File: src/hdl/bavg_pkg.sv
// Shared widths, constants and types of the block average decimator.
package bavg_pkg;

  // Field widths.
  localparam int SAMPLE_BITS   = 16;
  localparam int FRACTION_BITS = 8;
  localparam int COUNT_BITS    = 8;
  localparam int AVG_BITS      = 24;

  // The count never exceeds 255, so the group sum fits in this width.
  localparam int SUM_BITS  = SAMPLE_BITS + COUNT_BITS;
  // The dividend is the sum magnitude with the fraction bits appended.
  localparam int DIVD_BITS = SUM_BITS + FRACTION_BITS;
  // Width used to compare the quotient against the result range.
  localparam int CMP_BITS  = (DIVD_BITS > AVG_BITS) ? DIVD_BITS : AVG_BITS + 1;
  localparam int STEP_BITS = $clog2(DIVD_BITS);

  // Queue between the accumulator and the divider.
  localparam int QUEUE_DEPTH = 2;
  localparam int QPTR_BITS   = $clog2(QUEUE_DEPTH);
  localparam int QCNT_BITS   = $clog2(QUEUE_DEPTH + 1);

  // Reset value of the group size register.
  localparam logic [COUNT_BITS-1:0] GROUP_SIZE_RESET = COUNT_BITS'(4);

  // Result range limits.
  localparam logic [AVG_BITS-1:0] AVG_MAX = {1'b0, {(AVG_BITS-1){1'b1}}};
  localparam logic [AVG_BITS-1:0] AVG_MIN = {1'b1, {(AVG_BITS-1){1'b0}}};
  localparam logic [CMP_BITS-1:0] AVG_MAX_MAG = CMP_BITS'(AVG_MAX);
  localparam logic [CMP_BITS-1:0] AVG_MIN_MAG = CMP_BITS'(AVG_MIN);

  // One closed group, handed from the accumulator to the divider.
  typedef struct packed {
    logic signed [SUM_BITS-1:0] sum;
    logic [COUNT_BITS-1:0]      count;
    logic                       partial;
  } job_t;

endpackage

File: src/hdl/bavg_front.sv
// Accumulator: sums samples, counts them and closes groups into jobs.
module bavg_front (
  input  logic                                 clk,
  input  logic                                 rst_n,
  input  logic                                 in_push,
  output logic                                 in_full,
  input  logic signed [bavg_pkg::SAMPLE_BITS-1:0] in_sample,
  input  logic                                 in_last,
  input  logic [bavg_pkg::COUNT_BITS-1:0]      group_size,
  output logic                                 q_push,
  input  logic                                 q_full,
  output bavg_pkg::job_t                       q_job
);

  logic signed [bavg_pkg::SUM_BITS-1:0] sum_r, sum_nxt;
  logic [bavg_pkg::COUNT_BITS-1:0]      cnt_r, cnt_nxt;
  logic signed [bavg_pkg::SUM_BITS-1:0] sum_add;
  logic [bavg_pkg::COUNT_BITS-1:0]      cnt_add;
  logic                                 accept;
  logic                                 group_full;
  logic                                 close;

  // Hold off the source whenever the job queue has no room.
  assign in_full = q_full;
  assign accept  = in_push && !in_full;

  // Running sum and count including the incoming sample.
  assign sum_add    = sum_r + {{bavg_pkg::COUNT_BITS{in_sample[bavg_pkg::SAMPLE_BITS-1]}},
                               in_sample};
  assign cnt_add    = cnt_r + bavg_pkg::COUNT_BITS'(1);
  assign group_full = (cnt_add >= group_size);
  assign close      = accept && (group_size != '0) && (group_full || in_last);

  // Closed group goes to the divider.
  assign q_push        = close;
  assign q_job.sum     = sum_add;
  assign q_job.count   = cnt_add;
  assign q_job.partial = !group_full;

  // Next accumulator state.
  always_comb begin
    sum_nxt = sum_r;
    cnt_nxt = cnt_r;
    if (accept) begin
      if (group_size == '0 || close) begin
        sum_nxt = '0;
        cnt_nxt = '0;
      end else begin
        sum_nxt = sum_add;
        cnt_nxt = cnt_add;
      end
    end
  end

  always_ff @(posedge clk) begin
    if (!rst_n) begin
      sum_r <= '0;
      cnt_r <= '0;
    end else begin
      sum_r <= sum_nxt;
      cnt_r <= cnt_nxt;
    end
  end

`ifndef SYNTHESIS
  // A sample taken while grouping is off leaves a cleared accumulator.
  a_zero_size_clears: assert property (@(posedge clk) disable iff (!rst_n)
    (accept && group_size == '0) |=> (cnt_r == '0 && sum_r == '0))
    else $error("accumulator not cleared with group size zero");

  // Jobs are only pushed into a queue with room.
  a_push_has_room: assert property (@(posedge clk) disable iff (!rst_n)
    q_push |-> !q_full)
    else $error("job pushed into a full queue");

  // A job always carries a nonzero divisor.
  a_job_count_nonzero: assert property (@(posedge clk) disable iff (!rst_n)
    q_push |-> (q_job.count != '0))
    else $error("job pushed with zero sample count");
`endif

endmodule

File: src/hdl/bavg_queue.sv
// Two-entry queue of closed groups between the accumulator and the divider.
module bavg_queue (
  input  logic           clk,
  input  logic           rst_n,
  input  logic           push,
  output logic           full,
  input  bavg_pkg::job_t push_job,
  input  logic           pop,
  output logic           empty,
  output bavg_pkg::job_t pop_job
);

  bavg_pkg::job_t                  mem_r [bavg_pkg::QUEUE_DEPTH];
  logic [bavg_pkg::QPTR_BITS-1:0]  wr_ptr_r, rd_ptr_r;
  logic [bavg_pkg::QCNT_BITS-1:0]  cnt_r, cnt_nxt;
  logic                            do_push, do_pop;

  assign full    = (cnt_r == bavg_pkg::QCNT_BITS'(bavg_pkg::QUEUE_DEPTH));
  assign empty   = (cnt_r == '0);
  assign do_push = push && !full;
  assign do_pop  = pop && !empty;
  assign pop_job = mem_r[rd_ptr_r];

  // Occupancy update.
  always_comb begin
    cnt_nxt = cnt_r;
    if (do_push && !do_pop) begin
      cnt_nxt = cnt_r + bavg_pkg::QCNT_BITS'(1);
    end else if (do_pop && !do_push) begin
      cnt_nxt = cnt_r - bavg_pkg::QCNT_BITS'(1);
    end
  end

  // Pointers and count.
  always_ff @(posedge clk) begin
    if (!rst_n) begin
      wr_ptr_r <= '0;
      rd_ptr_r <= '0;
      cnt_r    <= '0;
    end else begin
      cnt_r <= cnt_nxt;
      if (do_push) begin
        wr_ptr_r <= wr_ptr_r + bavg_pkg::QPTR_BITS'(1);
      end
      if (do_pop) begin
        rd_ptr_r <= rd_ptr_r + bavg_pkg::QPTR_BITS'(1);
      end
    end
  end

  // Storage.
  always_ff @(posedge clk) begin
    if (do_push) begin
      mem_r[wr_ptr_r] <= push_job;
    end
  end

endmodule

File: src/hdl/bavg_back.sv
// Divider: turns each closed group into a fixed-point mean in the result register.
module bavg_back (
  input  logic                                 clk,
  input  logic                                 rst_n,
  input  logic                                 q_empty,
  output logic                                 q_pop,
  input  bavg_pkg::job_t                       q_job,
  output logic                                 out_empty,
  input  logic                                 out_pop,
  output logic signed [bavg_pkg::AVG_BITS-1:0] out_average,
  output logic                                 out_partial_group,
  output logic [bavg_pkg::COUNT_BITS-1:0]      out_samples_averaged
);

  typedef enum logic [2:0] {
    ST_IDLE = 3'b001,
    ST_DIV  = 3'b010,
    ST_DONE = 3'b100
  } div_state_t;

  div_state_t                          state_r, state_nxt;
  logic [bavg_pkg::DIVD_BITS-1:0]      dvd_r;
  logic [bavg_pkg::COUNT_BITS:0]       rem_r;
  logic [bavg_pkg::COUNT_BITS-1:0]     div_r;
  logic [bavg_pkg::STEP_BITS-1:0]      step_r;
  logic                                neg_r;
  logic                                partial_r;
  logic                                out_valid_r;
  logic signed [bavg_pkg::AVG_BITS-1:0] avg_r;
  logic                                out_partial_r;
  logic [bavg_pkg::COUNT_BITS-1:0]     out_n_r;

  logic [bavg_pkg::SUM_BITS-1:0]       mag;
  logic [bavg_pkg::COUNT_BITS:0]       trial;
  logic                                ge;
  logic [bavg_pkg::CMP_BITS-1:0]       q_ext;
  logic [bavg_pkg::AVG_BITS-1:0]       avg_sat;
  logic                                out_free;
  logic                                out_load;

  assign out_empty            = !out_valid_r;
  assign out_average          = avg_r;
  assign out_partial_group    = out_partial_r;
  assign out_samples_averaged = out_n_r;

  // Sum magnitude of the job being taken.
  assign mag = q_job.sum[bavg_pkg::SUM_BITS-1] ?
               bavg_pkg::SUM_BITS'(-q_job.sum) : bavg_pkg::SUM_BITS'(q_job.sum);

  // One restoring division step.
  assign trial = {rem_r[bavg_pkg::COUNT_BITS-1:0], dvd_r[bavg_pkg::DIVD_BITS-1]};
  assign ge    = (trial >= {1'b0, div_r});

  // Sign and saturation of the finished quotient.
  assign q_ext = bavg_pkg::CMP_BITS'(dvd_r);
  always_comb begin
    if (neg_r) begin
      avg_sat = (q_ext > bavg_pkg::AVG_MIN_MAG) ? bavg_pkg::AVG_MIN :
                bavg_pkg::AVG_BITS'(bavg_pkg::CMP_BITS'(0) - q_ext);
    end else begin
      avg_sat = (q_ext > bavg_pkg::AVG_MAX_MAG) ? bavg_pkg::AVG_MAX :
                bavg_pkg::AVG_BITS'(q_ext);
    end
  end

  // The result register takes a new mean when it is empty or being drained.
  assign out_free = !out_valid_r || out_pop;
  assign out_load = (state_r == ST_DONE) && out_free;
  assign q_pop    = (state_r == ST_IDLE) && !q_empty;

  // Sequencer.
  always_comb begin
    state_nxt = state_r;
    unique case (state_r)
      ST_IDLE: begin
        if (!q_empty) begin
          state_nxt = ST_DIV;
        end
      end
      ST_DIV: begin
        if (step_r == '0) begin
          state_nxt = ST_DONE;
        end
      end
      ST_DONE: begin
        if (out_free) begin
          state_nxt = ST_IDLE;
        end
      end
      default: state_nxt = ST_IDLE;
    endcase
  end

  // Control registers.
  always_ff @(posedge clk) begin
    if (!rst_n) begin
      state_r     <= ST_IDLE;
      out_valid_r <= 1'b0;
    end else begin
      state_r <= state_nxt;
      if (out_load) begin
        out_valid_r <= 1'b1;
      end else if (out_pop) begin
        out_valid_r <= 1'b0;
      end
    end
  end

  // Divider datapath.
  always_ff @(posedge clk) begin
    if (q_pop) begin
      dvd_r     <= bavg_pkg::DIVD_BITS'(mag) << bavg_pkg::FRACTION_BITS;
      rem_r     <= '0;
      div_r     <= q_job.count;
      neg_r     <= q_job.sum[bavg_pkg::SUM_BITS-1];
      partial_r <= q_job.partial;
      step_r    <= bavg_pkg::STEP_BITS'(bavg_pkg::DIVD_BITS - 1);
    end else if (state_r == ST_DIV) begin
      rem_r  <= ge ? (trial - {1'b0, div_r}) : trial;
      dvd_r  <= {dvd_r[bavg_pkg::DIVD_BITS-2:0], ge};
      step_r <= step_r - bavg_pkg::STEP_BITS'(1);
    end
  end

  // Result register.
  always_ff @(posedge clk) begin
    if (out_load) begin
      avg_r         <= avg_sat;
      out_partial_r <= partial_r;
      out_n_r       <= div_r;
    end
  end

`ifndef SYNTHESIS
  // The divisor of a running division is never zero.
  a_div_nonzero: assert property (@(posedge clk) disable iff (!rst_n)
    (state_r == ST_DIV) |-> (div_r != '0))
    else $error("division running with zero divisor");

  // The partial remainder stays below the divisor.
  a_rem_below_div: assert property (@(posedge clk) disable iff (!rst_n)
    (state_r == ST_DIV) |-> (rem_r < {1'b0, div_r}))
    else $error("remainder not below divisor");

  // A finished mean is only written over a result that is gone or leaving.
  a_no_overwrite: assert property (@(posedge clk) disable iff (!rst_n)
    (out_valid_r && !out_pop) |=> (out_valid_r && $stable(avg_r)))
    else $error("waiting result overwritten");
`endif

endmodule

File: src/hdl/block_average_decimator.sv
// Top level of the block average decimator: accumulator, job queue and divider.
//
// Samples are taken one per clock cycle while in_full is low: the accumulator
// adds each sample in the cycle it is pushed. When a group closes (the count
// reaches group_size, or last ends a shorter non-empty group), the sum and count
// go into a two-entry job queue. A shared restoring divider works out
// sum * 256 / count, truncated toward zero, one quotient bit per cycle; it takes
// a group from the queue only when idle, so each group occupies it from the load
// through one divide step per dividend bit to the write of the result register.
// Groups no shorter than that span therefore stream at one sample per cycle
// while results are drained; with shorter groups the queue fills and in_full
// throttles the input to the divider's pace. group_size resets to 4 and zero
// drops all samples without output; write it only while the block is idle.
module block_average_decimator (
  input  logic                                 clk,
  input  logic                                 rst_n,
  input  logic                                 in_push,
  output logic                                 in_full,
  input  logic signed [bavg_pkg::SAMPLE_BITS-1:0] in_sample,
  input  logic                                 in_last,
  output logic                                 out_empty,
  input  logic                                 out_pop,
  output logic signed [bavg_pkg::AVG_BITS-1:0] out_average,
  output logic                                 out_partial_group,
  output logic [bavg_pkg::COUNT_BITS-1:0]      out_samples_averaged,
  input  logic                                 cfg_valid,
  output logic                                 cfg_ready,
  input  logic [bavg_pkg::COUNT_BITS-1:0]      cfg_group_size
);

  logic [bavg_pkg::COUNT_BITS-1:0] group_size_r;
  logic                            q_push, q_full, q_pop, q_empty;
  bavg_pkg::job_t                  push_job, pop_job;

  // Configuration register; writes are always taken.
  assign cfg_ready = 1'b1;

  always_ff @(posedge clk) begin
    if (!rst_n) begin
      group_size_r <= bavg_pkg::GROUP_SIZE_RESET;
    end else if (cfg_valid && cfg_ready) begin
      group_size_r <= cfg_group_size;
    end
  end

  bavg_front u_front (
    .clk        (clk),
    .rst_n      (rst_n),
    .in_push    (in_push),
    .in_full    (in_full),
    .in_sample  (in_sample),
    .in_last    (in_last),
    .group_size (group_size_r),
    .q_push     (q_push),
    .q_full     (q_full),
    .q_job      (push_job)
  );

  bavg_queue u_queue (
    .clk      (clk),
    .rst_n    (rst_n),
    .push     (q_push),
    .full     (q_full),
    .push_job (push_job),
    .pop      (q_pop),
    .empty    (q_empty),
    .pop_job  (pop_job)
  );

  bavg_back u_back (
    .clk                  (clk),
    .rst_n                (rst_n),
    .q_empty              (q_empty),
    .q_pop                (q_pop),
    .q_job                (pop_job),
    .out_empty            (out_empty),
    .out_pop              (out_pop),
    .out_average          (out_average),
    .out_partial_group    (out_partial_group),
    .out_samples_averaged (out_samples_averaged)
  );

endmodule
File: config.mk
export PLATFORM = sky130hd
export DESIGN_NAME = block_average_decimator
export DESIGN_NICKNAME = d
export VERILOG_FILES = /design/src/hdl/bavg_pkg.sv /design/src/hdl/bavg_front.sv /design/src/hdl/bavg_queue.sv /design/src/hdl/bavg_back.sv /design/src/hdl/block_average_decimator.sv
export SDC_FILE = /design/constraint.sdc
export NUM_CORES = 1
export LEC_CHECK = 0
export BUFFER_PORTS_ARGS = -buffer_cell sky130_fd_sc_hd__buf_4
export CAP_MARGIN = 25
export CORE_MARGIN = 2
export CORE_UTILIZATION = 30
export CTS_BUF_LIST = sky130_fd_sc_hd__clkbuf_8
export CTS_CLUSTER_DIAMETER = 100
export DETAILED_ROUTE_END_ITERATION = 8
export SYNTH_ARGS = -nofsm -noshare
export SYNTH_HDL_FRONTEND = slang
export SYNTH_HIERARCHICAL = 1
export SYNTH_SLANG_ARGS = --single-unit
File: constraint.sdc
create_clock -name clk -period 10.3 [get_ports clk]
set_clock_uncertainty 0.2 [all_clocks]
set_input_delay 1.03 -clock clk [delete_from_list [all_inputs] [get_ports clk]]
set_output_delay 1.03 -clock clk [all_outputs]
set_load 0.03 [all_outputs]
## After elaboration in Yosys (flattened, before gate mapping)

Memories as Yosys holds them, arrays and structs flattened. A register that Yosys moved wholly into a read port is not among the register bits.
Index checks and enable logic that the tools add are counted.

| word-level totals | value |
|---|---|
| flip-flop bits (word level) | 136 |
| bits in writable memories | 66 |
| memories kept | 1 |

Memory list:

| name | depth | bits a word | rd ports | clocked after memory_dff | write ports | line | source |
|---|---|---|---|---|---|---|---|
| u_queue.mem_r | 2 | 33 | 1 | 1 | 1 | bavg_queue.sv:13 | `bavg_pkg::job_t mem_r [bavg_pkg::QUEUE_DEPTH];` |

| operators by class | value |
|---|---|
| add/subtract/negate cells | 10 |
| $lt $le $gt $ge | 4 |
| eq/ne operators | 7 |
| mux-type cells | 21 |
| reductions and logical operators | 26 |

Operator list:

| kind | count |
|---|---|
| $mux W24 | 5 |
| $mux W32 | 2 |
| $gt A32 B23 Y1 const B | 1 |
| $gt A32 B24 Y1 const B | 1 |
| $add A24 B24 Y24 | 1 |
| $neg A24 Y24 | 1 |
| $sub A1 B24 Y24 const A | 1 |
| $mux W8 | 2 |
| $ge A9 B8 Y1 | 1 |
| $logic_and A1 B1 Y1 | 9 |
| $mux W3 | 3 |
| $pmux W3 S3 | 1 |
| $add A8 B1 Y8 const B | 1 |
| $ge A8 B8 Y1 | 1 |
| $logic_not A8 Y1 | 1 |
| $reduce_bool A8 Y1 | 1 |
| $sub A8 B8 Y8 | 1 |
| $logic_not A1 Y1 | 6 |
| $mux W1 | 6 |
| $reduce_bool A2 Y1 | 3 |
| $logic_not A5 Y1 | 1 |
| $sub A5 B1 Y5 const B | 1 |
| $mux W2 | 2 |
| $ne A2 B1 Y1 const B | 2 |
| other kinds (11) | 14 |

## Logic depth before layout (Yosys ltp)

| logic depth | value |
|---|---|
| depth after elaboration | 10 |
| gate-level depth with buffers | 16 |
| depth with buffers taken out | 16 |

## Hierarchy

The synthesis kept the hierarchy.

By module, submodules not included:

| module | cells each | seq. area each (sq um) | area each (sq um) | times used |
|---|---|---|---|---|
| bavg_back | 492 | 2512.4 | 4878.4 | 1 |
| bavg_front | 324 | 640.6 | 2718.9 | 1 |
| bavg_queue | 128 | 2082.0 | 2607.5 | 1 |
| block_average_decimator | 27 | 160.2 | 310.3 | 1 |

## Worst setup path after synthesis

No wires, ideal clock.

| path | value |
|---|---|
| path type | register -> register |
| start point | register u_front/cnt_r[0] (netlist bit) |
| end point | memory u_queue/mem_r[0][0] (netlist bit) (enable) |
| arrival | 3.294 ns |
| stages on the path, launching flop included | 13 |
| path slack | 6.387 ns |
| path buffers | 0 |
| required time | 9.681 ns |
| library setup time | 0.419 ns |
| cells stage by stage | dfxtp_1 ha_1 nand3_1 nor2_1 xor2_1 ha_1 o2111a_1 a221oi_1 nor2_1 nor2_1 a21oi_1 inv_1 nor3_2 |

RTL lines:

| what | line | source |
|---|---|---|
| from (decl) | bavg_front.sv:16 | `logic [bavg_pkg::COUNT_BITS-1:0] cnt_r, cnt_nxt;` |
| from (signal assigned) | bavg_front.sv:61 | `cnt_r <= cnt_nxt;` |
| to (decl) | bavg_queue.sv:13 |  |

==> metrics.cfg <==
[outcome]
status = completed

[clocking]
cts_tree = done
cts_buffers = 36
root_buffer = clkbuf_8
clock_sinks = 203
cts_setup_buffers = 0
clkTransAtPathRegs_ns = 0.06
holdBufCountCts = 0
cts_resized = 0
htreeDepth = 2
insertion_delay_ns = 0.53
clockBufferDepth = 3

[synthesis]
yosysMostFrequentCell = edfxtp_1
synth_cells = 971
synth_edf_count = 133
synth_flop_cell = edfxtp_1
seq_area_frac_synth_pct = 51.31
ys_seq_elements = 203
syn_area_per_cell_um2 = 10.83
synth_top_area_share_pct = 37.98
synth_area_um2 = 10520
ys_top_cells_by_area = edfxtp_1 38%, dfxtp_1 13%, ha_1 5.4%
synth_nets = 1048
ys_types = 77
yosys_warnings = 6
yosys-top-cells-count = 133 x edfxtp_1, 82 x nand2_1, 70 x dfxtp_1
synth_area_leader_cell = edfxtp_1
synth-async-reset-ratio_pct = 0

[timing]
setup_viol = 0
rsz0062_at_grt = false
slew_headroom_pct = 36.19
hold_viol_final = 0
layout_min_cycle_time_ns = 3.675
setup_tns_ns = 0
min_period_over_period_pct = 35.68
fmaxAchievable_mhz = 272.1
setup_ws_ns = 6.625
slew_viol_final = 0
tightest_slew_ns = 0.9508

[route]
vias = 7515
ant_nets = 0
via_per_inst = 4.938
drc = 0
drtIter0Drc = 429
routed_wl_mm = 22.04
dr.pass1.iters = 4
wire_per_inst_um = 14.48

[setup_path]
critPathLaunchType = flip-flop
cp.buffers_inverters = 1
r2r.worst_path.cells = 15
crit_fanout = 4
end_kind = flip-flop
cpMaxStageDelayCell = dfxtp_1
path_depth = 15
cp_data_arrival_time_ns = 3.94
required_ns = 10.57
critPathMostFrequentCell = nor2_1
crit_type = reg2reg
cp_cell_sequence = ha_1 > nand3_1 > nor2_1 > xor2_1 > ha_1 > o2111a_1 > a221oi_1 > nor2_1 > nor2_1 > a21oi_1 > inv_1 > nor2_1 > ha_1 > or3_1 > a21boi_1
worst_path_largest_cell_delay_ns = 0.37
crit_family = simple AND/OR/NAND/NOR gates

[pwr]
leakage_nw = 4.587
cellPowerDensity_nw_per_um2 = 240.4
ir_drop_v = 0.00009633

[layout]
area_growth_pct = 15.73
antennaDiodeCount = 0
final.fill_count = 3484
fin_area_um2 = 12170
final-seq-area_um2 = 5395
final_nets = 1117
multi_input_area_um2 = 4813
layout-drive-gt1-share_pct = 16.59

[grt]
grt_pass1_wl_mm = 36.47
grt_antenna_before_repair = 0
grt_pass1_vias = 7190
track_usage_pct = 12.19
grt_overflow_total = 0
grt_max_degree = 42

[floorplanning]
die_area_um2 = 36560
die_height_um = 191.2
die_w_um = 191.2
core-area_um2 = 34540
row_count = 68
start_util_pct = 30.44
io_pins = 66

[place]
postPlaceCellArea_um2 = 11460
place.gp.congestion = 0.8733
hpwl_mm = 15.68
place_ws_ns = 6.650
port_buffers = 64

[run]
maxCapViolCount = 0

[hold_path]
hold_depth = 0
min_path_type = reg2reg

## power breakdown
part / internal [mW] / switching [mW]
combinational: 0.374 / 0.607
sequential: 1.11 / 0.125
clock: 0.388 / 0.325
total: 1.87 / 1.06
## placed cells by master (no fill, tap or decap), types with 4 or more instances in the layout
| cell | count |
|---|---|
| edfxtp_1 | 133 |
| nand2_1 | 82 |
| buf_4 | 72 |
| dfxtp_1 | 70 |
| nor2_1 | 63 |
| o21ai_0 | 57 |
| a21oi_1 | 51 |
| inv_1 | 45 |
| ha_1 | 45 |
| clkbuf_8 | 40 |
| nor2b_1 | 35 |
| mux2_2 | 33 |
| xor2_1 | 32 |
| xnor2_1 | 26 |
| mux2i_1 | 18 |
| a22oi_1 | 18 |
| a22o_1 | 16 |
| nor3_1 | 14 |
| nand3_1 | 14 |
| a21o_1 | 13 |
| nor4_1 | 11 |
| a31oi_1 | 11 |
| nand2b_1 | 9 |
| a211oi_1 | 9 |
| a211o_1 | 8 |
| o22ai_1 | 8 |
| o21ai_1 | 8 |
| nand3b_1 | 7 |
| clkinv_2 | 6 |
| nand4_1 | 6 |
| and2_1 | 6 |
| a311oi_1 | 6 |
| o21a_1 | 6 |
| o41ai_1 | 5 |
| and3_1 | 5 |
| o31ai_1 | 5 |
| or3_1 | 5 |
| clkinv_1 | 4 |
## layout make-up
cell class                      instances  share of cell area, %
Clock buffer                           40                  4.524
Multi-Input combinational cell        691                  39.55
Sequential cell                       203                  44.33
Tap cell                              455                  4.678
Timing Repair Buffer                   73                  4.534
Clock inverter                         25                  1.295
Inverter                               35                  1.080
## flip-flops by register name, indices dropped and copies added (netlist names), named ones only
| signal | cells |
|---|---|
| u_queue/mem_r | 66 |
| u_back/dvd_r | 32 |
| u_back/out_average | 24 |
| u_front/sum_r | 24 |
| group_size_r | 8 |
| u_back/div_r | 8 |
| u_back/out_samples_averaged | 8 |
| u_back/rem_r | 8 |
| u_front/cnt_r | 8 |
| u_back/step_r | 5 |
| u_back/state_r | 3 |
| u_queue/cnt_r | 2 |
| u_back/neg_r | 1 |
| u_back/out_partial_group | 1 |
| u_back/out_valid_r | 1 |
| u_back/partial_r | 1 |
| u_queue/rd_ptr_r | 1 |
| u_queue/wr_ptr_r | 1 |
## layer usage
layer | track usage, % | vias up | part of all wire (%) | wire, µm
li1 | - | 3761 | - | -
met3 | 2.075 | 28 | 4.6 | 1012
met5 | 0 | - | 0 | 0
met4 | 3.550 | 0 | 1.6 | 351
met2 | 18.26 | 180 | 43 | 9427
met1 | 17.90 | 3546 | 51 | 11250
## path summary, 6_finish.rpt
check | from | endpoint | slack (ns)
max reg2reg | u_front/cnt_r[0]$_SDFFE_PN0P_ | u_queue/cnt_r[1]$_SDFFE_PN0P_ | 6.63
min | u_back/partial_r$_DFFE_PP_ | u_back/out_partial_group$_DFFE_PP_ | 0.22
max | u_front/cnt_r[0]$_SDFFE_PN0P_ | u_queue/cnt_r[1]$_SDFFE_PN0P_ | 6.63
min reg2reg | u_back/partial_r$_DFFE_PP_ | u_back/out_partial_group$_DFFE_PP_ | 0.22
## metrics by stage
stage	instances	utilization, %	total power, mW	hold WS (ns)
after global placement	1456	33.15	2.215	0.2107
after detailed placement	1457	33.18	2.229	0.2081
after global routing	1522	35.23	3.142	0.2439
after CTS	1522	35.23	2.956	0.2263
after floorplan	971	-	1.972	0.2003
final	1522	35.23	2.925	0.2234
## cells by family after synthesis
group | Yosys count | share of synthesized area, %
fa+ha+maj | 47 | 5.735
simple gates | 278 | 13.36
xor+xnor | 58 | 4.831
buf+inv | 77 | 3.094
other cells | 1 | 0.03566
flops | 203 | 51.31
mux | 51 | 5.248
compound gates | 256 | 16.39
(Power assumes the default switching activity.)
